## config.mk

```make
export PLATFORM = sky130hd
export DESIGN_NAME = hsv_to_rgbw_hue_wheel_unit
export DESIGN_NICKNAME = d
export VERILOG_FILES = /design/src/rtl/hsvw_pkg.sv /design/src/rtl/hsvw_ratio_div.sv /design/src/rtl/hsv_to_rgbw_hue_wheel_unit.sv
export SDC_FILE = /design/constraint.sdc
export NUM_CORES = 2
export LEC_CHECK = 0
export ABC_AREA = 0
export CORE_UTILIZATION = 50
export DETAILED_ROUTE_END_ITERATION = 10
export DONT_BUFFER_PORTS = 1
export HOLD_SLACK_MARGIN = 0.12
export PLACE_DENSITY = 0.74
export SETUP_SLACK_MARGIN = 0.02
export SLEW_MARGIN = 5
export SYNTH_ARGS = -nofsm -noshare
export SYNTH_HDL_FRONTEND = slang
export SYNTH_HIERARCHICAL = 1
export SYNTH_SLANG_ARGS = --single-unit
```

## constraint.sdc

```tcl
create_clock -name aclk -period 129.9 [get_ports aclk]
set_input_delay 25.98 -clock aclk [delete_from_list [all_inputs] [get_ports aclk]]
set_output_delay 25.98 -clock aclk [all_outputs]
set_load 0.02 [all_outputs]
```

## src/rtl/hsvw_pkg.sv

```systemverilog
// Shared constants, a side-data type and a helper function of the HSV to RGBW converter.
package hsvw_pkg;

    localparam int LVL_W   = 10;
    localparam int HUE_W   = 13;
    localparam int SHIFT_W = 10;
    localparam int TEMP_W  = 15;
    localparam int MODEL_W = 2;
    localparam int CIDX_W  = 3;
    localparam int PROD_W  = 2 * LVL_W;
    localparam int DVS_W   = 11;
    localparam int DVD_W   = 21;
    localparam int SEC_W   = 3;
    localparam int BD_W    = 15;

    localparam int LEVEL_MAX = 1023;
    localparam int HUE_SPAN  = 6138;
    localparam int SHIFT_LIM = LEVEL_MAX / 2;
    localparam int RB_SW     = HUE_SPAN / 8;
    localparam int RB_T1     = LEVEL_MAX / 3;
    localparam int RB_T2     = (LEVEL_MAX / 3) * 2;
    localparam int DIV_STEPS = LVL_W;

    // Model codes; the unused code behaves as raw.
    localparam logic [MODEL_W-1:0] MODEL_RAW      = 2'd0;
    localparam logic [MODEL_W-1:0] MODEL_SPECTRUM = 2'd1;
    localparam logic [MODEL_W-1:0] MODEL_RAINBOW  = 2'd2;

    // Register indexes
    localparam logic [CIDX_W-1:0] CFG_HUE_MODEL = 3'd0;
    localparam logic [CIDX_W-1:0] CFG_RED       = 3'd1;
    localparam logic [CIDX_W-1:0] CFG_YELLOW    = 3'd2;
    localparam logic [CIDX_W-1:0] CFG_GREEN     = 3'd3;
    localparam logic [CIDX_W-1:0] CFG_CYAN      = 3'd4;
    localparam logic [CIDX_W-1:0] CFG_BLUE      = 3'd5;
    localparam logic [CIDX_W-1:0] CFG_MAGENTA   = 3'd6;

    // Data riding alongside the ratio divider
    typedef struct packed {
        logic [SEC_W-1:0]  sector;
        logic [LVL_W-1:0]  chroma;
        logic [LVL_W-1:0]  white;
        logic [TEMP_W-1:0] temp;
    } side_t;

    // x / LEVEL_MAX for x below LEVEL_MAX * (LEVEL_MAX + 1), one correction step
    function automatic logic [LVL_W-1:0] div_lmax(input logic [PROD_W-1:0] x);
        logic [LVL_W-1:0] q0;
        logic [LVL_W:0]   r;
        q0 = x[PROD_W-1:LVL_W];
        r  = {1'b0, x[LVL_W-1:0]} + {1'b0, q0};
        return (r >= (LVL_W+1)'(LEVEL_MAX)) ? q0 + 1'b1 : q0;
    endfunction

endpackage

```

## src/rtl/hsvw_ratio_div.sv

```systemverilog
// Pipelined restoring divider, one quotient bit per stage, with side data.
module hsvw_ratio_div
    import hsvw_pkg::*;
(
    input  logic              aclk,
    input  logic              aresetn,
    input  logic              adv,
    input  logic              in_valid,
    input  logic [DVD_W-1:0]  in_dividend,
    input  logic [DVS_W-1:0]  in_divisor,
    input  side_t             in_side,
    output logic              out_valid,
    output logic [LVL_W-1:0]  out_quotient,
    output logic [DVS_W-1:0]  out_remainder,
    output side_t             out_side
);

    logic              vld_reg [DIV_STEPS];
    logic [DVD_W-1:0]  rem_reg [DIV_STEPS];
    logic [LVL_W-1:0]  quo_reg [DIV_STEPS];
    logic [DVS_W-1:0]  dvs_reg [DIV_STEPS];
    side_t             side_reg[DIV_STEPS];

    for (genvar j = 0; j < DIV_STEPS; j++) begin : g_step
        logic              vld_in;
        logic [DVD_W-1:0]  rem_in;
        logic [LVL_W-1:0]  quo_in;
        logic [DVS_W-1:0]  dvs_in;
        side_t             side_in;
        logic [DVD_W-1:0]  trial;
        logic [DVD_W-1:0]  rem_next;
        logic [LVL_W-1:0]  quo_next;

        if (j == 0) begin : g_first
            assign vld_in  = in_valid;
            assign rem_in  = in_dividend;
            assign quo_in  = '0;
            assign dvs_in  = in_divisor;
            assign side_in = in_side;
        end else begin : g_next
            assign vld_in  = vld_reg[j-1];
            assign rem_in  = rem_reg[j-1];
            assign quo_in  = quo_reg[j-1];
            assign dvs_in  = dvs_reg[j-1];
            assign side_in = side_reg[j-1];
        end

        assign trial = DVD_W'(dvs_in) << (DIV_STEPS - 1 - j);

        always_comb begin
            rem_next = rem_in;
            quo_next = quo_in;
            if (rem_in >= trial) begin
                rem_next = rem_in - trial;
                quo_next[DIV_STEPS-1-j] = 1'b1;
            end
        end

        always_ff @(posedge aclk) begin
            if (!aresetn) begin
                vld_reg[j] <= 1'b0;
            end else if (adv) begin
                vld_reg[j] <= vld_in;
            end
        end

        always_ff @(posedge aclk) begin
            if (adv) begin
                rem_reg[j]  <= rem_next;
                quo_reg[j]  <= quo_next;
                dvs_reg[j]  <= dvs_in;
                side_reg[j] <= side_in;
            end
        end
    end

    assign out_valid     = vld_reg[DIV_STEPS-1];
    assign out_quotient  = quo_reg[DIV_STEPS-1];
    assign out_remainder = rem_reg[DIV_STEPS-1][DVS_W-1:0];
    assign out_side      = side_reg[DIV_STEPS-1];

endmodule

```

## src/rtl/hsv_to_rgbw_hue_wheel_unit.sv

```systemverilog
// HSV to RGBW converter with a configurable six-sector or fixed rainbow hue wheel.
//
//  channel | direction | handshake            | payload
//  s_      | in        | s_valid / s_ready    | hue, saturation, brightness, color_temp
//  m_      | out       | m_valid / m_ready    | red, green, blue, white levels, temp_out
//  cfg_    | in        | cfg_valid / cfg_ready| cfg_index, cfg_data
//
// One transaction per cycle when m_ready stays high. The pipe holds two front
// stages, ten divider stages for the sector position ratio, operand, multiply
// and output stages. Synchronous active-low reset empties the pipe and returns
// the configuration to the raw model with unshifted boundaries.
// A stall at the output holds every stage in place.
module hsv_to_rgbw_hue_wheel_unit
    import hsvw_pkg::*;
(
    input  logic                aclk,
    input  logic                aresetn,
    input  logic                cfg_valid,
    output logic                cfg_ready,
    input  logic [CIDX_W-1:0]   cfg_index,
    input  logic [SHIFT_W-1:0]  cfg_data,
    input  logic                s_valid,
    output logic                s_ready,
    input  logic [HUE_W-1:0]    s_hue,
    input  logic [LVL_W-1:0]    s_saturation,
    input  logic [LVL_W-1:0]    s_brightness,
    input  logic [TEMP_W-1:0]   s_color_temp,
    output logic                m_valid,
    input  logic                m_ready,
    output logic [LVL_W-1:0]    m_red_level,
    output logic [LVL_W-1:0]    m_green_level,
    output logic [LVL_W-1:0]    m_blue_level,
    output logic [LVL_W-1:0]    m_white_level,
    output logic [TEMP_W-1:0]   m_temp_out
);

    // configuration
    logic [MODEL_W-1:0]        model_reg;
    logic signed [SHIFT_W-1:0] shift_reg [6];
    logic signed [SHIFT_W-1:0] shift_next;

    assign cfg_ready = 1'b1;

    always_comb begin
        shift_next = cfg_data;
        if (shift_next < -SHIFT_W'(SHIFT_LIM)) begin
            shift_next = -SHIFT_W'(SHIFT_LIM);
        end
    end

    always_ff @(posedge aclk) begin
        if (!aresetn) begin
            model_reg <= MODEL_RAW;
            for (int k = 0; k < 6; k++) begin
                shift_reg[k] <= '0;
            end
        end else if (cfg_valid) begin
            case (cfg_index)
                CFG_HUE_MODEL: model_reg    <= cfg_data[MODEL_W-1:0];
                CFG_RED:       shift_reg[0] <= shift_next;
                CFG_YELLOW:    shift_reg[1] <= shift_next;
                CFG_GREEN:     shift_reg[2] <= shift_next;
                CFG_CYAN:      shift_reg[3] <= shift_next;
                CFG_BLUE:      shift_reg[4] <= shift_next;
                CFG_MAGENTA:   shift_reg[5] <= shift_next;
                default: ;
            endcase
        end
    end

    logic adv;
    logic out_valid_reg;
    assign adv     = m_ready || !out_valid_reg;
    assign s_ready = adv;

    // stage 1: hue wrap, saturation times brightness
    logic              v1_reg;
    logic [HUE_W-1:0]  hue1_reg;
    logic [PROD_W-1:0] sv1_reg;
    logic [LVL_W-1:0]  val1_reg;
    logic [TEMP_W-1:0] ct1_reg;

    always_ff @(posedge aclk) begin
        if (!aresetn) begin
            v1_reg <= 1'b0;
        end else if (adv) begin
            v1_reg <= s_valid;
        end
    end

    always_ff @(posedge aclk) begin
        if (adv) begin
            hue1_reg <= (s_hue >= HUE_W'(HUE_SPAN)) ? s_hue - HUE_W'(HUE_SPAN) : s_hue;
            sv1_reg  <= PROD_W'(s_saturation) * PROD_W'(s_brightness);
            val1_reg <= s_brightness;
            ct1_reg  <= s_color_temp;
        end
    end

    // stage 2: chroma, sector search, offset and width
    logic signed [BD_W-1:0] bd [7];
    logic signed [BD_W-1:0] hue_s;
    logic signed [BD_W-1:0] off_s;
    logic signed [BD_W-1:0] wid_s;
    logic [3:0]             rb_sec;
    logic [HUE_W-1:0]       rb_h;
    logic [SEC_W-1:0]       sec_c;
    logic [DVS_W-1:0]       num_c;
    logic [DVS_W-1:0]       dvs_c;
    logic [LVL_W-1:0]       chroma_c;

    always_comb begin
        for (int k = 0; k < 7; k++) begin
            bd[k] = BD_W'(k * LEVEL_MAX) + BD_W'(shift_reg[k % 6]);
        end
        hue_s    = $signed({2'b00, hue1_reg});
        chroma_c = div_lmax(sv1_reg);

        if (hue_s < bd[0] || (hue_s > bd[5] && hue_s <= bd[6])) begin
            sec_c = 3'd5;
            off_s = (hue_s < bd[0]) ? hue_s + BD_W'(HUE_SPAN) - bd[5] : hue_s - bd[5];
            wid_s = bd[6] - bd[5];
        end else if (hue_s <= bd[1] || hue_s > bd[6]) begin
            sec_c = 3'd0;
            off_s = (hue_s > bd[6]) ? hue_s - bd[6] : hue_s + BD_W'(HUE_SPAN) - bd[6];
            wid_s = bd[1] - bd[0];
        end else if (hue_s <= bd[2]) begin
            sec_c = 3'd1;
            off_s = hue_s - bd[1];
            wid_s = bd[2] - bd[1];
        end else if (hue_s <= bd[3]) begin
            sec_c = 3'd2;
            off_s = hue_s - bd[2];
            wid_s = bd[3] - bd[2];
        end else if (hue_s <= bd[4]) begin
            sec_c = 3'd3;
            off_s = hue_s - bd[3];
            wid_s = bd[4] - bd[3];
        end else begin
            sec_c = 3'd4;
            off_s = hue_s - bd[4];
            wid_s = bd[5] - bd[4];
        end
        num_c = off_s[DVS_W-1:0];
        dvs_c = wid_s[DVS_W-1:0];

        rb_sec = '0;
        for (int k = 1; k <= 8; k++) begin
            rb_sec = rb_sec + 4'(hue1_reg >= HUE_W'(k * RB_SW));
        end
        rb_h = hue1_reg - HUE_W'(rb_sec * RB_SW);

        if (model_reg == MODEL_RAINBOW) begin
            sec_c = (rb_sec > 4'd7) ? 3'd7 : rb_sec[SEC_W-1:0];
            num_c = rb_h[DVS_W-1:0];
            dvs_c = DVS_W'(RB_SW);
        end
    end

    logic              v2_reg;
    logic [DVS_W-1:0]  num2_reg;
    logic [DVS_W-1:0]  dvs2_reg;
    side_t             side2_reg;

    always_ff @(posedge aclk) begin
        if (!aresetn) begin
            v2_reg <= 1'b0;
        end else if (adv) begin
            v2_reg <= v1_reg;
        end
    end

    always_ff @(posedge aclk) begin
        if (adv) begin
            num2_reg         <= num_c;
            dvs2_reg         <= dvs_c;
            side2_reg.sector <= sec_c;
            side2_reg.chroma <= chroma_c;
            side2_reg.white  <= val1_reg - chroma_c;
            side2_reg.temp   <= ct1_reg;
        end
    end

    // ratio divider
    logic [DVD_W-1:0] dvd_c;
    logic             vd;
    logic [LVL_W-1:0] quo;
    logic [DVS_W-1:0] rem;
    side_t            side_d;

    assign dvd_c = (model_reg == MODEL_RAINBOW)
                 ? DVD_W'(num2_reg) * DVD_W'(RB_T1)
                 : (DVD_W'(num2_reg) << LVL_W) - DVD_W'(num2_reg);

    hsvw_ratio_div u_div (
        .aclk          (aclk),
        .aresetn       (aresetn),
        .adv           (adv),
        .in_valid      (v2_reg),
        .in_dividend   (dvd_c),
        .in_divisor    (dvs2_reg),
        .in_side       (side2_reg),
        .out_valid     (vd),
        .out_quotient  (quo),
        .out_remainder (rem),
        .out_side      (side_d)
    );

    // operand stage
    logic [LVL_W-1:0] p2;
    logic [LVL_W-1:0] a1_c;
    logic [LVL_W-1:0] m1_c;
    logic [LVL_W-1:0] m2_c;

    always_comb begin
        p2   = LVL_W'({quo, 1'b0}) + LVL_W'({rem, 1'b0} >= (DVS_W+1)'(RB_SW));
        a1_c = side_d.chroma;
        m1_c = quo;
        m2_c = LVL_W'(LEVEL_MAX) - quo;
        case (model_reg)
            MODEL_RAINBOW: begin
                case (side_d.sector)
                    3'd0: begin m1_c = LVL_W'(LEVEL_MAX) - quo; m2_c = quo; end
                    3'd1: begin m1_c = LVL_W'(RB_T2); m2_c = LVL_W'(RB_T1) + quo; end
                    3'd2: begin m1_c = LVL_W'(RB_T2) - p2; m2_c = LVL_W'(RB_T2) + quo; end
                    3'd3: begin m1_c = LVL_W'(LEVEL_MAX) - quo; m2_c = quo; end
                    3'd4: begin m1_c = LVL_W'(RB_T2) - p2; m2_c = LVL_W'(RB_T1) + p2; end
                    3'd5: begin m1_c = quo; m2_c = LVL_W'(LEVEL_MAX) - quo; end
                    3'd6: begin m1_c = LVL_W'(RB_T1) + quo; m2_c = LVL_W'(RB_T2) - quo; end
                    default: begin m1_c = LVL_W'(RB_T2) + quo; m2_c = LVL_W'(RB_T1) - quo; end
                endcase
            end
            MODEL_SPECTRUM: begin
                a1_c = side_d.chroma >> 1;
                m2_c = '0;
            end
            default: ;
        endcase
    end

    logic             v4_reg;
    logic [LVL_W-1:0] a14_reg;
    logic [LVL_W-1:0] m14_reg;
    logic [LVL_W-1:0] m24_reg;
    side_t            side4_reg;

    always_ff @(posedge aclk) begin
        if (!aresetn) begin
            v4_reg <= 1'b0;
        end else if (adv) begin
            v4_reg <= vd;
        end
    end

    always_ff @(posedge aclk) begin
        if (adv) begin
            a14_reg   <= a1_c;
            m14_reg   <= m1_c;
            m24_reg   <= m2_c;
            side4_reg <= side_d;
        end
    end

    // multiply stage
    logic              v5_reg;
    logic [PROD_W-1:0] pr1_reg;
    logic [PROD_W-1:0] pr2_reg;
    side_t             side5_reg;

    always_ff @(posedge aclk) begin
        if (!aresetn) begin
            v5_reg <= 1'b0;
        end else if (adv) begin
            v5_reg <= v4_reg;
        end
    end

    always_ff @(posedge aclk) begin
        if (adv) begin
            pr1_reg   <= PROD_W'(a14_reg) * PROD_W'(m14_reg);
            pr2_reg   <= PROD_W'(side4_reg.chroma) * PROD_W'(m24_reg);
            side5_reg <= side4_reg;
        end
    end

    // scale back and route to the channels
    logic [LVL_W-1:0] y1;
    logic [LVL_W-1:0] y2;
    logic [LVL_W-1:0] c5;
    logic [LVL_W-1:0] h5;
    logic [LVL_W-1:0] r_c;
    logic [LVL_W-1:0] g_c;
    logic [LVL_W-1:0] b_c;

    always_comb begin
        y1  = div_lmax(pr1_reg);
        y2  = div_lmax(pr2_reg);
        c5  = side5_reg.chroma;
        h5  = c5 >> 1;
        r_c = '0;
        g_c = '0;
        b_c = '0;
        case (model_reg)
            MODEL_RAINBOW: begin
                case (side5_reg.sector)
                    3'd0, 3'd1, 3'd2: begin r_c = y1; g_c = y2; end
                    3'd3, 3'd4:       begin g_c = y1; b_c = y2; end
                    default:          begin r_c = y1; b_c = y2; end
                endcase
            end
            MODEL_SPECTRUM: begin
                case (side5_reg.sector)
                    3'd0: begin r_c = c5 - y1; g_c = y1; end
                    3'd1: begin r_c = h5 - y1; g_c = h5 + y1; end
                    3'd2: begin g_c = c5 - y1; b_c = y1; end
                    3'd3: begin g_c = h5 - y1; b_c = h5 + y1; end
                    3'd4: begin r_c = y1; b_c = c5 - y1; end
                    default: begin r_c = h5 + y1; b_c = h5 - y1; end
                endcase
            end
            default: begin
                case (side5_reg.sector)
                    3'd0: begin r_c = c5; g_c = y1; end
                    3'd1: begin r_c = y2; g_c = c5; end
                    3'd2: begin g_c = c5; b_c = y1; end
                    3'd3: begin g_c = y2; b_c = c5; end
                    3'd4: begin r_c = y1; b_c = c5; end
                    default: begin r_c = c5; b_c = y2; end
                endcase
            end
        endcase
    end

    logic [LVL_W-1:0]  red_reg;
    logic [LVL_W-1:0]  green_reg;
    logic [LVL_W-1:0]  blue_reg;
    logic [LVL_W-1:0]  white_reg;
    logic [TEMP_W-1:0] temp_reg;

    always_ff @(posedge aclk) begin
        if (!aresetn) begin
            out_valid_reg <= 1'b0;
        end else if (adv) begin
            out_valid_reg <= v5_reg;
        end
    end

    always_ff @(posedge aclk) begin
        if (adv) begin
            red_reg   <= r_c;
            green_reg <= g_c;
            blue_reg  <= b_c;
            white_reg <= side5_reg.white;
            temp_reg  <= side5_reg.temp;
        end
    end

    assign m_valid       = out_valid_reg;
    assign m_red_level   = red_reg;
    assign m_green_level = green_reg;
    assign m_blue_level  = blue_reg;
    assign m_white_level = white_reg;
    assign m_temp_out    = temp_reg;

endmodule
```

[Yosys cells after proc, flatten, opt, wreduce, memory -nomap -nowiden]
Memories as Yosys holds them, arrays and structs flattened. A register that Yosys moved wholly into a read port is not among the register bits.
Index checks and enable logic that the tools add are counted.
Widths: inputs -> output; s select.
Word-level totals
  bits in writable memories: 870
  latch bits: 0
  word-level logic and storage cells: 296
  output and inout bits: 58
  ROM bits: 0
  bits of input ports: 66
  bits in registers: 325
  memories: 6
Cells by class
  eq/ne operators: 18
  multiplexer cells: 108
  reduce and logical (&&, ||, !) cells: 17
  multipliers: 5
  divide/modulo/power cells: 0
  add/subtract/negate cells: 59
  shifts and indexed selects: 0
  bitwise logic cells: 16
  order comparisons: 33
Memories
  u_div.side_reg: words 10, bits a word 38, rd ports 10, clocked after Yosys merged registers in 0, wr ports 10, RTL line hsvw_ratio_div.sv:22  | side_t side_reg[DIV_STEPS];
  u_div.rem_reg: words 10, bits a word 21, rd ports 10, clocked after Yosys merged registers in 0, wr ports 10, RTL line hsvw_ratio_div.sv:19  | logic [DVD_W-1:0] rem_reg [DIV_STEPS];
  u_div.dvs_reg: words 10, bits a word 11, rd ports 9, clocked after Yosys merged registers in 0, wr ports 10, RTL line hsvw_ratio_div.sv:21  | logic [DVS_W-1:0] dvs_reg [DIV_STEPS];
  u_div.quo_reg: words 10, bits a word 10, rd ports 10, clocked after Yosys merged registers in 0, wr ports 10, RTL line hsvw_ratio_div.sv:20  | logic [LVL_W-1:0] quo_reg [DIV_STEPS];
  shift_reg: words 6, bits a word 10, rd ports 6, clocked after Yosys merged registers in 0, wr ports 6, RTL line hsv_to_rgbw_hue_wheel_unit.sv:39  | logic signed [SHIFT_W-1:0] shift_reg [6];
  u_div.vld_reg: words 10, bits a word 1, rd ports 10, clocked after Yosys merged registers in 1, wr ports 10, RTL line hsvw_ratio_div.sv:18  | logic vld_reg [DIV_STEPS];
Operators by type and width (count)
  $mux 21: 11
  $sub 11x11->11: 14
  $mux 11: 13
  $mux 10: 13
  $pmux 10 s4: 3
  $pmux 10 s2: 5
  $pmux 10 s3: 3
  $mul 10x10->20: 3
  $pmux 10 s6: 1
  $ge 13x13->1 const B: 4
  $pmux 10 s5: 1
  $mux 1: 49
  $sub 21x11->21: 2
  $ge 13x12->1 const B: 3
  $add 10x10->11: 3
  $ge 11x10->1 const B: 3
  $add 10x1->10 const B: 3
  $add 14x10->15 const A: 2
  $gt 14x15->1: 2
  $sub 10x10->10 const A: 3
  $add 13x10->14 const A: 2
  $le 14x14->1: 2
  $eq 3x3->1 const B: 7
  $ge 21x11->1: 1
  other kinds (60): 103

[Longest topological paths before layout]
  word-level depth: 11
  gate-level depth with buffers: 30
  mapped depth without buffers: 29

[Modules after synthesis]
The synthesis kept the hierarchy.
Modules (own cells, without submodules)
  hsv_to_rgbw_hue_wheel_unit: instances 1, cells each 4432, sequential area each 11521.0 um^2, area an instance 41003.1 um^2
  hsvw_ratio_div: instances 1, cells each 1907, sequential area each 22331.4 um^2, area an instance 30235.2 um^2

[Worst setup path after synthesis]
Ideal clock, no wire load.
  kind: input to output
  start: in m_ready
  end: out s_ready
  data arrival time: 54.871 ns
  stages on the path: 2
  slack: 49.049 ns
  buffers on the path: 1
  data required time: 103.920 ns
  cell sequence: nand2b_1 > clkbuf_1
On the way
  cells in the longest elaborated chain, start to end: 1
Ends and longest elaborated chain
  from (decl): RTL line hsv_to_rgbw_hue_wheel_unit.sv:29  | input logic m_ready,
  $logic_or 1x1->1: RTL line hsv_to_rgbw_hue_wheel_unit.sv:73  | assign adv = m_ready || !out_valid_reg;
  to (decl): RTL line hsv_to_rgbw_hue_wheel_unit.sv:23  | output logic s_ready,
No other way between the ends.

[Worst setup path after layout]
Same ends and word-level chain as after synthesis.

==> flow_summary_export.csv <==
group,metric,value,unit
status,status,"complete, no violations",
critical_path,cpMaxStageDelayCell,"nand2b_4",
global_route,grt.overflow.total,0,
timing,period_share,40.3,%
critical_path,crit_required,103.92,ns
drt,drc,0,
global_route,grt_pass1_wl,243,mm
min_path,hp-class,"reg2reg",
clocking,cts_root_buf,"clkbuf_16",
clocking,cts_tree,"yes",
timing,min_period,52.38,ns
cells_and_area,nFillCells,11800,
clocking,holdBufCountCts,0,
critical_path,startpoint_type,"input port",
cells_and_area,final_nets,7209,
clocking,numCtsBuffers,117,
critical_path,cp-end-kind,"primary output",
clocking,cts_num_sinks,1123,
drt,post_drt_wl_per_cell,18.5,um
place,io_buffers,0,
synthesis,synth_area,70900,um^2
critical_path,critPathTopFamily,"simple AND/OR/NAND/NOR gates",
drt,ant_nets,0,
floorplanning,pin_count,124,
clocking,post_cts.repair.setup_buffers,0,
cells_and_area,syn2layout_area_growth,8.33,%
flow_run,drv_cap,0,
critical_path,cp_max_fo,32,
clocking,clk_pin_slew_worst_paths,0.06,ns
floorplanning,initial_core_util,50.6,%
floorplanning,die_w,379,um
timing,fmax,0.0191,GHz
drt,viasPerCell,5.68,
floorplanning,die_area,143000,um^2
drt,totalWireLength,153,mm
critical_path,arrival,26.40,ns
place,gp_congestion,0.955,
critical_path,path_class,"in2out",
timing,skew,0.0778,ns
cells_and_area,diodes,0,
timing,setup_violations,0,
critical_path,max_stage_delay,0.38,ns
cells_and_area,post-route-util,54.8,%
global_route,antenna_found_initial,0,
global_route,grt_max_degree,202,
critical_path,crit_buf_inv,0,
global_route,grt_pass1_vias,46200,
synthesis,yosys_warnings,6,
timing,maxSlewHeadroom,21.5,%
global_route,grt_usage,21.2,%
timing,rsz0062_at_grt,"no",
floorplanning,core_area,140000,um^2
timing,drv_slew,0,
synthesis,synth_nets,7238,
timing,tightest_slew,1.18,ns
cells_and_area,largest_reg_flops,380,
floorplanning,die_height,379,um
timing,fin_tns_setup,0,ns
clocking,clock_latency,0.79,ns
drt,drtPass1Iterations,6,
drt,vias,46900,
clocking,h-tree-depth,3,
synthesis,syn-mean-instance-area,11.2,um^2
clocking,clockBufferDepth,3,
clocking,cts-resized-gates,0,
cells_and_area,drive_gt1_share,5.37,%
timing,finalHoldViolations,0,
synthesis,synth_cells,6311,
place,hpwlAfterDp,112,mm
drt,drtIter0Drc,3557,
critical_path,path_cells,"nand2b_4",
floorplanning,rows,137,
-- final timing paths --
check | from | end | slack (ns) | cells past startpoint
min | side4_reg[15] | side5_reg[15] | 0.38 | 0
max reg2reg | hue1_reg[1] | num2_reg[10] | 121.97 | 28
max | m_ready | s_ready | 77.52 | 1
min reg2reg | side4_reg[15] | side5_reg[15] | 0.38 | 0
-- area by class of cell --
cell class	count	area (um^2)	share of cell area, %
multi-input cells	4370	34200	44.5
flip-flops and latches	1123	33600	43.8
clock buffers	138	3040	3.95
well taps	1876	2350	3.06
inverters	619	2320	3.03
clock inverters	81	871	1.13
repair buffers	51	420	0.547
-- layer usage --
layer	global-route usage (%)	up-vias	share of wire, %
li1	-	22600	-
met1	27.7	22600	43
met2	35.5	1428	48
met3	3.05	359	5.7
met4	8.62	0	3.8
met5	0	-	0
-- metrics by stage --
| stage | instance area, um^2 | cells | setup slack [ns] | hold slack (ns) |
|---|---|---|---|---|
| 5_1_grt | 76800 | 8258 | 77.49 | 0.378 |
| 3_5_place_dp | 72900 | 8039 | 77.50 | 0.405 |
| 4_1_cts | 76800 | 8258 | 77.50 | 0.374 |
| 2_1_floorplan | 70900 | 6311 | 49.24 | 0.400 |
| 6_report | 76800 | 8258 | 77.52 | 0.379 |
| 3_3_place_gp | 72900 | 8039 | 77.51 | 0.400 |
-- layout by cell type, fill, tap and decap left out, types with 21 or more instances in the layout --
| cell | instances |
|---|---|
| xnor2_1 | 280 |
| o211ai_1 | 40 |
| xor2_1 | 156 |
| nand2b_1 | 74 |
| o21a_1 | 65 |
| inv_1 | 610 |
| and3_1 | 29 |
| nor2_1 | 414 |
| o31ai_1 | 35 |
| a211oi_1 | 51 |
| mux2_2 | 28 |
| o21bai_1 | 21 |
| nor4_1 | 29 |
| fa_1 | 248 |
| or3_1 | 34 |
| nor3_1 | 109 |
| nand2_1 | 518 |
| nand4_1 | 40 |
| buf_4 | 48 |
| o21ai_0 | 302 |
| ha_1 | 612 |
| nand3_1 | 79 |
| mux2i_1 | 53 |
| and2_1 | 148 |
| a21oi_1 | 365 |
| a31oi_1 | 50 |
| o22ai_1 | 38 |
| nor2b_1 | 80 |
| clkinv_1 | 31 |
| edfxtp_1 | 1115 |
| a21o_1 | 99 |
| clkbuf_16 | 117 |
-- worst register-to-register path: cells and delay by family, from the launching register on --
family,cells,cell delay [ns]
xor+xnor,3,0.86
simple gates,2,0.16
buf+inv,6,0.93
fa+ha+maj,10,4.19
mux,1,0.27
compound gates,6,0.97
flops,1,0.32
Power is not shown: default switching activity piles up to over one toggle a cycle in this logic, so the estimate is an artifact.
